**config.mk**
```make
export PLATFORM = sky130hd
export DESIGN_NAME = linear_color_gradient_flat
export DESIGN_NICKNAME = d
export VERILOG_FILES = /design/src/design/lcg_pkg.sv /design/src/design/lcg_if.sv /design/src/design/lcg_weight.sv /design/src/design/lcg_div_cell.sv /design/src/design/linear_color_gradient.sv /design/src/flat_wrapper.sv
export SDC_FILE = /design/constraint.sdc
export NUM_CORES = 2
export LEC_CHECK = 0
export ABC_AREA = 1
export BUFFER_PORTS_ARGS = -buffer_cell sky130_fd_sc_hd__buf_2
export CORE_AREA = 5 5 386 426
export DETAILED_ROUTE_END_ITERATION = 6
export DIE_AREA = 0 0 391 431
export MAX_ROUTING_LAYER = met4
export PLACE_DENSITY = 0.92
export SETUP_SLACK_MARGIN = 0.3
export SLEW_MARGIN = 20
export SYNTH_ARGS = -nofsm -noshare
export SYNTH_HDL_FRONTEND = slang
export SYNTH_SLANG_ARGS = --single-unit
export TNS_END_PERCENT = 10
```
**constraint.sdc**
```tcl
create_clock -name clock -period 28.4 [get_ports clock]
set_input_delay 2.84 -clock clock [delete_from_list [all_inputs] [get_ports clock]]
set_output_delay 2.84 -clock clock [all_outputs]
set_load 0.03 [all_outputs]
```
**src/design/lcg_pkg.sv**
```systemverilog
// lcg_pkg: shared constants, register indexes and the divider cell payload
// for the linear color gradient block
// depends on nothing
package lcg_pkg;

   // largest effective gradient length
   localparam int MAX_SPAN = 4096;

   // fixed field widths
   localparam int POS_W   = 12;
   localparam int COLOR_W = 24;
   localparam int SPAN_W  = 13;
   localparam int CH_W    = 8;
   localparam int NUM_CH  = 3;

   // two weighted terms per channel: start then end
   localparam int NUM_TERMS = 2 * NUM_CH;

   // widths derived from the span limit
   localparam int LEN_W = $clog2(MAX_SPAN + 1);
   localparam int NUM_W = CH_W + LEN_W;
   localparam int REM_W = LEN_W + CH_W;

   // one divider cell per quotient bit
   localparam int DIV_CELLS = CH_W;

   // configuration port
   localparam int CSR_IDX_W  = 2;
   localparam int CSR_DATA_W = COLOR_W;

   typedef enum logic [CSR_IDX_W-1:0] {
      CSR_START_COLOR = 2'd0,
      CSR_END_COLOR   = 2'd1,
      CSR_SPAN        = 2'd2
   } csr_index_type;

   // data handed from cell to cell
   typedef struct packed {
      logic                                 in_range;
      logic [LEN_W-1:0]                     len;
      logic [NUM_TERMS-1:0][REM_W-1:0]      rem;
      logic [NUM_TERMS-1:0][CH_W-1:0]       quo;
   } cell_data_type;

endpackage

```
**src/design/lcg_if.sv**
```systemverilog
// lcg_if: valid/ready stream interfaces for gradient requests and responses
// depends on lcg_pkg
interface lcg_req_if
   import lcg_pkg::*;
   ();
   logic             valid;
   logic             ready;
   logic [POS_W-1:0] position;

   modport source (output valid, output position, input ready);
   modport sink   (input valid, input position, output ready);
endinterface

interface lcg_rsp_if
   import lcg_pkg::*;
   ();
   logic            valid;
   logic            ready;
   logic [CH_W-1:0] red;
   logic [CH_W-1:0] green;
   logic [CH_W-1:0] blue;
   logic            in_range;

   modport source (output valid, output red, output green, output blue,
                   output in_range, input ready);
   modport sink   (input valid, input red, input green, input blue,
                   input in_range, output ready);
endinterface

```
**src/design/lcg_weight.sv**
```systemverilog
// lcg_weight: first pipeline stage, range check and the six weighted products
// depends on lcg_pkg
module lcg_weight
   import lcg_pkg::*;
(
   input  logic                 clock,
   input  logic                 reset,
   input  logic                 advance,
   input  logic                 valid_in,
   input  logic [POS_W-1:0]     position,
   input  logic [COLOR_W-1:0]   start_color,
   input  logic [COLOR_W-1:0]   end_color,
   input  logic [SPAN_W-1:0]    span,
   output logic                 valid_out,
   output cell_data_type        data_out
);

   logic          valid_ff, valid_in_d;
   cell_data_type data_ff, data_in_d;
   logic [LEN_W-1:0] len;
   logic [LEN_W-1:0] len_minus_pos;
   logic [LEN_W-1:0] pos_len;
   logic [CH_W-1:0]  chan_a;
   logic [CH_W-1:0]  chan_b;

   // saturate the span and weigh each channel
   always_comb begin
      if (32'(span) > MAX_SPAN) begin
         len = LEN_W'(MAX_SPAN);
      end else begin
         len = LEN_W'(span);
      end
      len_minus_pos = LEN_W'(32'(len) - 32'(position));
      pos_len       = LEN_W'(position);
      data_in_d.in_range = (32'(position) < 32'(len));
      data_in_d.len      = len;
      data_in_d.quo      = '0;
      for (int c = 0; c < NUM_CH; c++) begin
         chan_a = start_color[(NUM_CH-1-c)*CH_W +: CH_W];
         chan_b = end_color[(NUM_CH-1-c)*CH_W +: CH_W];
         data_in_d.rem[2*c]   = REM_W'(NUM_W'(chan_a) * NUM_W'(len_minus_pos));
         data_in_d.rem[2*c+1] = REM_W'(NUM_W'(chan_b) * NUM_W'(pos_len));
      end
      valid_in_d = valid_in;
   end

   // stage registers
   always_ff @(posedge clock) begin
      if (reset) begin
         valid_ff <= 1'b0;
      end else if (advance) begin
         valid_ff <= valid_in_d;
      end
      if (advance) begin
         data_ff <= data_in_d;
      end
   end

   assign valid_out = valid_ff;
   assign data_out  = data_ff;

endmodule

```
**src/design/lcg_div_cell.sv**
```systemverilog
// lcg_div_cell: one restoring division step for all six terms, one quotient
// bit per cell; depends on lcg_pkg
module lcg_div_cell
   import lcg_pkg::*;
(
   input  logic          clock,
   input  logic          reset,
   input  logic          advance,
   input  logic          valid_in,
   input  cell_data_type data_in,
   output logic          valid_out,
   output cell_data_type data_out
);

   logic          valid_ff;
   cell_data_type data_ff, data_in_d;
   logic [REM_W-1:0] divisor;
   logic [REM_W-1:0] diff;
   logic             take;

   // compare against the divisor aligned to the top quotient bit
   always_comb begin
      divisor   = REM_W'(data_in.len) << (CH_W - 1);
      data_in_d = data_in;
      for (int t = 0; t < NUM_TERMS; t++) begin
         take = (data_in.rem[t] >= divisor);
         diff = take ? (data_in.rem[t] - divisor) : data_in.rem[t];
         data_in_d.rem[t] = diff << 1;
         data_in_d.quo[t] = {data_in.quo[t][CH_W-2:0], take};
      end
   end

   // cell registers
   always_ff @(posedge clock) begin
      if (reset) begin
         valid_ff <= 1'b0;
      end else if (advance) begin
         valid_ff <= valid_in;
      end
      if (advance) begin
         data_ff <= data_in_d;
      end
   end

   assign valid_out = valid_ff;
   assign data_out  = data_ff;

endmodule

```
**src/design/linear_color_gradient.sv**
```systemverilog
// linear_color_gradient: top level, configuration registers, weight stage,
// chain of divider cells and response register; depends on lcg_pkg, lcg_if,
// lcg_weight and lcg_div_cell
//
//   channel  direction  transaction payload
//   req      in         position (12 bits)
//   rsp      out        red, green, blue (8 bits each), in_range
//   csr      in         csr_index, csr_data, written when csr_we is high
//
// one transaction per cycle unless stalled by rsp.ready; stages: the weight
// stage, one divider cell per quotient bit (eight), and the response register
// the whole pipeline moves together; it holds while a response waits and
// rsp.ready is low, and req.ready follows that same enable
// synchronous reset clears the valid bits and restores the register defaults
module linear_color_gradient
   import lcg_pkg::*;
(
   input  logic                  clock,
   input  logic                  reset,
   lcg_req_if.sink               req,
   lcg_rsp_if.source             rsp,
   input  logic                  csr_we,
   input  logic [CSR_IDX_W-1:0]  csr_index,
   input  logic [CSR_DATA_W-1:0] csr_data
);

   logic [COLOR_W-1:0] start_color_ff;
   logic [COLOR_W-1:0] end_color_ff;
   logic [SPAN_W-1:0]  span_ff;

   logic          advance;
   logic          cell_valid [DIV_CELLS+1];
   cell_data_type cell_data  [DIV_CELLS+1];

   logic            rsp_valid_ff, rsp_valid_in;
   logic [CH_W-1:0] red_ff, green_ff, blue_ff;
   logic [CH_W-1:0] red_in, green_in, blue_in;
   logic            in_range_ff, in_range_in;
   cell_data_type   last;
   logic [CH_W:0]   sum;
   logic [NUM_CH-1:0][CH_W-1:0] chan;

   // configuration registers
   always_ff @(posedge clock) begin
      if (reset) begin
         start_color_ff <= '0;
         end_color_ff   <= '0;
         span_ff        <= SPAN_W'(1);
      end else if (csr_we) begin
         case (csr_index_type'(csr_index))
            CSR_START_COLOR: start_color_ff <= csr_data[COLOR_W-1:0];
            CSR_END_COLOR:   end_color_ff   <= csr_data[COLOR_W-1:0];
            CSR_SPAN:        span_ff        <= csr_data[SPAN_W-1:0];
            default: begin
            end
         endcase
      end
   end

   // pipeline moves whenever the response slot is free or being taken
   assign advance   = !rsp_valid_ff || rsp.ready;
   assign req.ready = advance;

   lcg_weight u_weight (
      .clock       (clock),
      .reset       (reset),
      .advance     (advance),
      .valid_in    (req.valid),
      .position    (req.position),
      .start_color (start_color_ff),
      .end_color   (end_color_ff),
      .span        (span_ff),
      .valid_out   (cell_valid[0]),
      .data_out    (cell_data[0])
   );

   // divider chain, one quotient bit per cell
   for (genvar i = 0; i < DIV_CELLS; i++) begin : g_cell
      lcg_div_cell u_cell (
         .clock     (clock),
         .reset     (reset),
         .advance   (advance),
         .valid_in  (cell_valid[i]),
         .data_in   (cell_data[i]),
         .valid_out (cell_valid[i+1]),
         .data_out  (cell_data[i+1])
      );
   end

   // add the two truncated quotients per channel
   always_comb begin
      last = cell_data[DIV_CELLS];
      for (int c = 0; c < NUM_CH; c++) begin
         sum     = {1'b0, last.quo[2*c]} + {1'b0, last.quo[2*c+1]};
         chan[c] = last.in_range ? sum[CH_W-1:0] : '0;
      end
      red_in       = chan[0];
      green_in     = chan[1];
      blue_in      = chan[2];
      in_range_in  = last.in_range;
      rsp_valid_in = cell_valid[DIV_CELLS];
   end

   // response register
   always_ff @(posedge clock) begin
      if (reset) begin
         rsp_valid_ff <= 1'b0;
      end else if (advance) begin
         rsp_valid_ff <= rsp_valid_in;
      end
      if (advance) begin
         red_ff      <= red_in;
         green_ff    <= green_in;
         blue_ff     <= blue_in;
         in_range_ff <= in_range_in;
      end
   end

   assign rsp.valid    = rsp_valid_ff;
   assign rsp.red      = red_ff;
   assign rsp.green    = green_ff;
   assign rsp.blue     = blue_ff;
   assign rsp.in_range = in_range_ff;

endmodule

```
**src/flat_wrapper.sv**
```systemverilog
// flat-port wrapper written by rule: the top's interface ports become plain ports
module linear_color_gradient_flat import lcg_pkg::*;
  (clock, reset, csr_we, csr_index, csr_data, req_valid, req_position, req_ready, rsp_valid, rsp_red, rsp_green, rsp_blue, rsp_in_range, rsp_ready);
  lcg_req_if req_i ();
  lcg_rsp_if rsp_i ();
  input  logic clock;
  input  logic reset;
  input  logic csr_we;
  input  logic [CSR_IDX_W-1:0] csr_index;
  input  logic [CSR_DATA_W-1:0] csr_data;
  input wire logic [$bits(req_i.valid)-1:0] req_valid;
  input wire logic [$bits(req_i.position)-1:0] req_position;
  output wire logic [$bits(req_i.ready)-1:0] req_ready;
  output wire logic [$bits(rsp_i.valid)-1:0] rsp_valid;
  output wire logic [$bits(rsp_i.red)-1:0] rsp_red;
  output wire logic [$bits(rsp_i.green)-1:0] rsp_green;
  output wire logic [$bits(rsp_i.blue)-1:0] rsp_blue;
  output wire logic [$bits(rsp_i.in_range)-1:0] rsp_in_range;
  input wire logic [$bits(rsp_i.ready)-1:0] rsp_ready;
  assign req_i.valid = req_valid;
  assign req_i.position = req_position;
  assign req_ready = req_i.ready;
  assign rsp_valid = rsp_i.valid;
  assign rsp_red = rsp_i.red;
  assign rsp_green = rsp_i.green;
  assign rsp_blue = rsp_i.blue;
  assign rsp_in_range = rsp_i.in_range;
  assign rsp_i.ready = rsp_ready;
  linear_color_gradient u_core (.clock(clock), .reset(reset), .req(req_i), .rsp(rsp_i), .csr_we(csr_we), .csr_index(csr_index), .csr_data(csr_data));
endmodule
```
==> run metrics <==
vias 87060; DRT Wirelength 269000 um; PnR Total Power 12.22 mW; final antenna-violating net count 0; Syn-to-layout area delta 6.337%; Post-CTS Resized 0; P_leak 59.32 nW; Most common cell on crit path nand2_1; Crit. End Element register; GR Util met2 53.79%; Clock H-tree levels 4; Post-CTS Setup Bufs 0; commonest non-fill, non-tap cell in the layout nand2_1; first-pass GRT wire length 430700 um; GRT overflow 0; vias in the first global route 85000; Worst-Skew Late Latency 830 ps; CTS clk-pin slew, worst paths 60 ps; Core Area 0.1595 mm^2; # clock sinks 1262; Final TNS setup 0 ps; number of synthesized register bits 1262; Sw Ratio 46.71%; Final Hold Violating Endpoints 0; post-synthesis cell count 13530; yosys warns 0; routed vias/inst 5.524; clock power share 15.2%; worst hold slack 357.6 ps; Max FO, Critical Path 25; Cell Rows 154; syn nets 14900; met3 usage 4.344%; Port Buf Inserts 69; Die Y 431 um; Final Wtd Congestion 1.014; Max clock buf depth 3; # DRC 2; # IOs 70; CP Cell Sequence buf_2 > inv_1 > ha_1 > nand2_1 > nand3_1 > a21oi_1 > or2_1 > nand2_1 > nor2_1 > fa_1 > fa_1 > fa_1 > inv_1 > fa_1 > inv_1 > ha_1 > a21oi_1 > o21ai_0 > a21oi_1 > nand2_1 > nand2_1 > nand2_1; share of power burned in registers 28.9%; GR peak layer met2; CTS Buf Count 136; CTS tree done; P_int 6.513 mW; pin count of the biggest net entering global routing 206; Hold Crit Class reg2reg; share of cells above drive strength 1 3.626%; Detailed Route Iter0 Violations 6739; CP Data Required Time 28950 ps; initial antenna violation count 1; failing checks design-rule violations; syn avg cell area 7.733 um^2; Nets 14910; Initial Utilization 65.59%; Filler Cell Count 12420; Unique masters post-synth 44; Clk Tree Root Cell clkbuf_16; Critical Path Max Stage Delay 560 ps; Final min period 8451 ps; Seq/Total Area, Yosys 35.53%; Post-CTS Hold Fix Bufs 0; Tot GR Track Use 32.93%; data arrival time of the critical path 9000 ps; Rel. slew slack 22.32%; FMAX 118.3 MHz; worst slew pin tran 1165 ps; slowest CP cell fa_1; FF+latch area 0.03719 mm^2; Finished Cell Area 0.1113 mm^2; switching pwr 5.709 mW; maxcap violations 0; PwrDens 109.8 mW/mm^2; DP HPWL 211600 um; WL per Instance 17.07 um; multi-input logic area 0.05555 mm^2; commonest non-fill, non-tap cells in the layout 4221 x nand2_1, 2806 x inv_1, 1191 x edfxtp_1; die area 0.1685 mm^2; RSZ-0062 raised after global routing no; post-layout util 69.75%; TritonRoute pass-1 iters 7; Tcrit/Tclk final 29.76%; Layout Skew 69.97 ps; critical path class in2reg; placed cell areas 0.1065 mm^2; Cell Area, Synth 0.1046 mm^2; Final setup viols 0; met1 Usage GRT 36.96%; combinational share of power 55.9%; Pins Over Slew Limit 0; status finished, violations left; Worst VDD drop 0.07430 mV; Startpoint Class input pin; chip width 391 um
==> cells in the mapped netlist (all sizes together) <==
cell type,instances,area [um^2]
nand3,913,4890
o21ai,422,2116
edfxtp,1191,35760
dfxtp,71,1421
nand2,4259,16100
o211ai,6,45.04
clkbuf,101,379.1
a21boi,1,7.510
and2,38,237.7
a31oi,3,18.77
xor2,222,1959
a21oi,405,2410
clkinv,9,33.78
nor2,1003,3852
buf,113,945.9
inv,2816,10570
a21o,15,112.6
or2,14,87.58
ha,902,11290
and3,1,6.260
xnor2,62,543.0
fa,424,8488
o21bai,8,63.81
nor3,51,255.2
nand3b,12,90.09
nand4,443,2796
nor4,27,168.9
==> critical path, delay by kind of cell <==
family	cells	cell delay (ps)
adder cells (fa/ha/maj)	6	2840
AND/OR/NAND/NOR	8	1670
AO/OA/AOI/OAI	4	910
buffers and inverters	4	720
==> final timing paths <==
| check | endpoint | from | depth (start not counted) | slack [ps] |
|---|---|---|---|---|
| setup / recovery | u_core.u_weight.data_out[151] | req_position[2] | 22 | 19950 |
| hold / removal | u_core.g_cell[7].u_cell.data_out[31] | u_core.g_cell[6].u_cell.data_out[30] | 0 | 360 |
| setup reg to reg | u_core.u_weight.data_out[151] | u_core.span_ff[4] | 27 | 21240 |
| hold reg to reg | u_core.g_cell[7].u_cell.data_out[31] | u_core.g_cell[6].u_cell.data_out[30] | 0 | 360 |
==> power by group through the flow <==
stage          registers (mW)  clock network, mW  logic, mW
4_1_cts                  3.52               1.88       6.72
3_5_place_dp             3.55                  0       6.65
2_1_floorplan            3.35                  0       5.35
5_1_grt                  3.58               1.97       7.81
3_3_place_gp             3.53                  0       6.44
6_report                 3.53               1.86       6.83
==> flip-flops by register name, summed over array words and instances, names as in the netlist <==
| name | flops |
|---|---|
| u_core.u_weight.valid_out | 1 |
| u_core.rsp.in_range | 1 |
| u_core.rsp.blue | 8 |
| u_core.rsp.green | 8 |
| u_core.g_cell.u_cell.valid_out | 8 |
| u_core.u_weight.data_out | 137 |
| u_core.start_color_ff | 24 |
| u_core.end_color_ff | 24 |
| u_core.g_cell.u_cell.data_out | 1029 |
| u_core.span_ff | 13 |
| u_core.rsp.red | 8 |
| u_core.rsp.valid | 1 |
==> metal layers <==
layer,share of wire (%),routed length [um]
met5,0,0
met1,38,101800
met4,9.4,25260
met2,47,125900
met3,6.0,16040
==> layout make-up <==
cell class,count,share of cell area [%]
multi-input cells,9231,49.92
flip-flops and latches,1262,33.42
inverters,2825,9.536
clock buffers,156,3.202
well taps,2106,2.368
clock inverters,90,1.082
repair buffers,87,0.4655
diodes,4,0.008995
==> per-stage QoR <==
stage / setup slack, ps / instances
2_1_floorplan: 9871 / 13530
3_3_place_gp: 19370 / 15510
3_5_place_dp: 19240 / 15510
4_1_cts: 20090 / 15760
5_1_grt: 19590 / 15760
6_report: 19950 / 15760
==> kinds of logic (layout without fill, tap and decap cells) <==
kind of cell               count (synthesis)  count (layout)  synth area share [%]
and+or+nand+nor                         6761            6761                 27.22
buffers and inverters                   3039            3158                 11.40
adders and majority gates               1326            1326                 18.90
DFF                                     1262            1262                 35.53
AOI/OAI and AO/OA                        860             860                 4.561
xor gates and xnor gates                 284             284                 2.391
other                                      0               4                     0
Note: power is estimated with default switching activity, not from simulation.
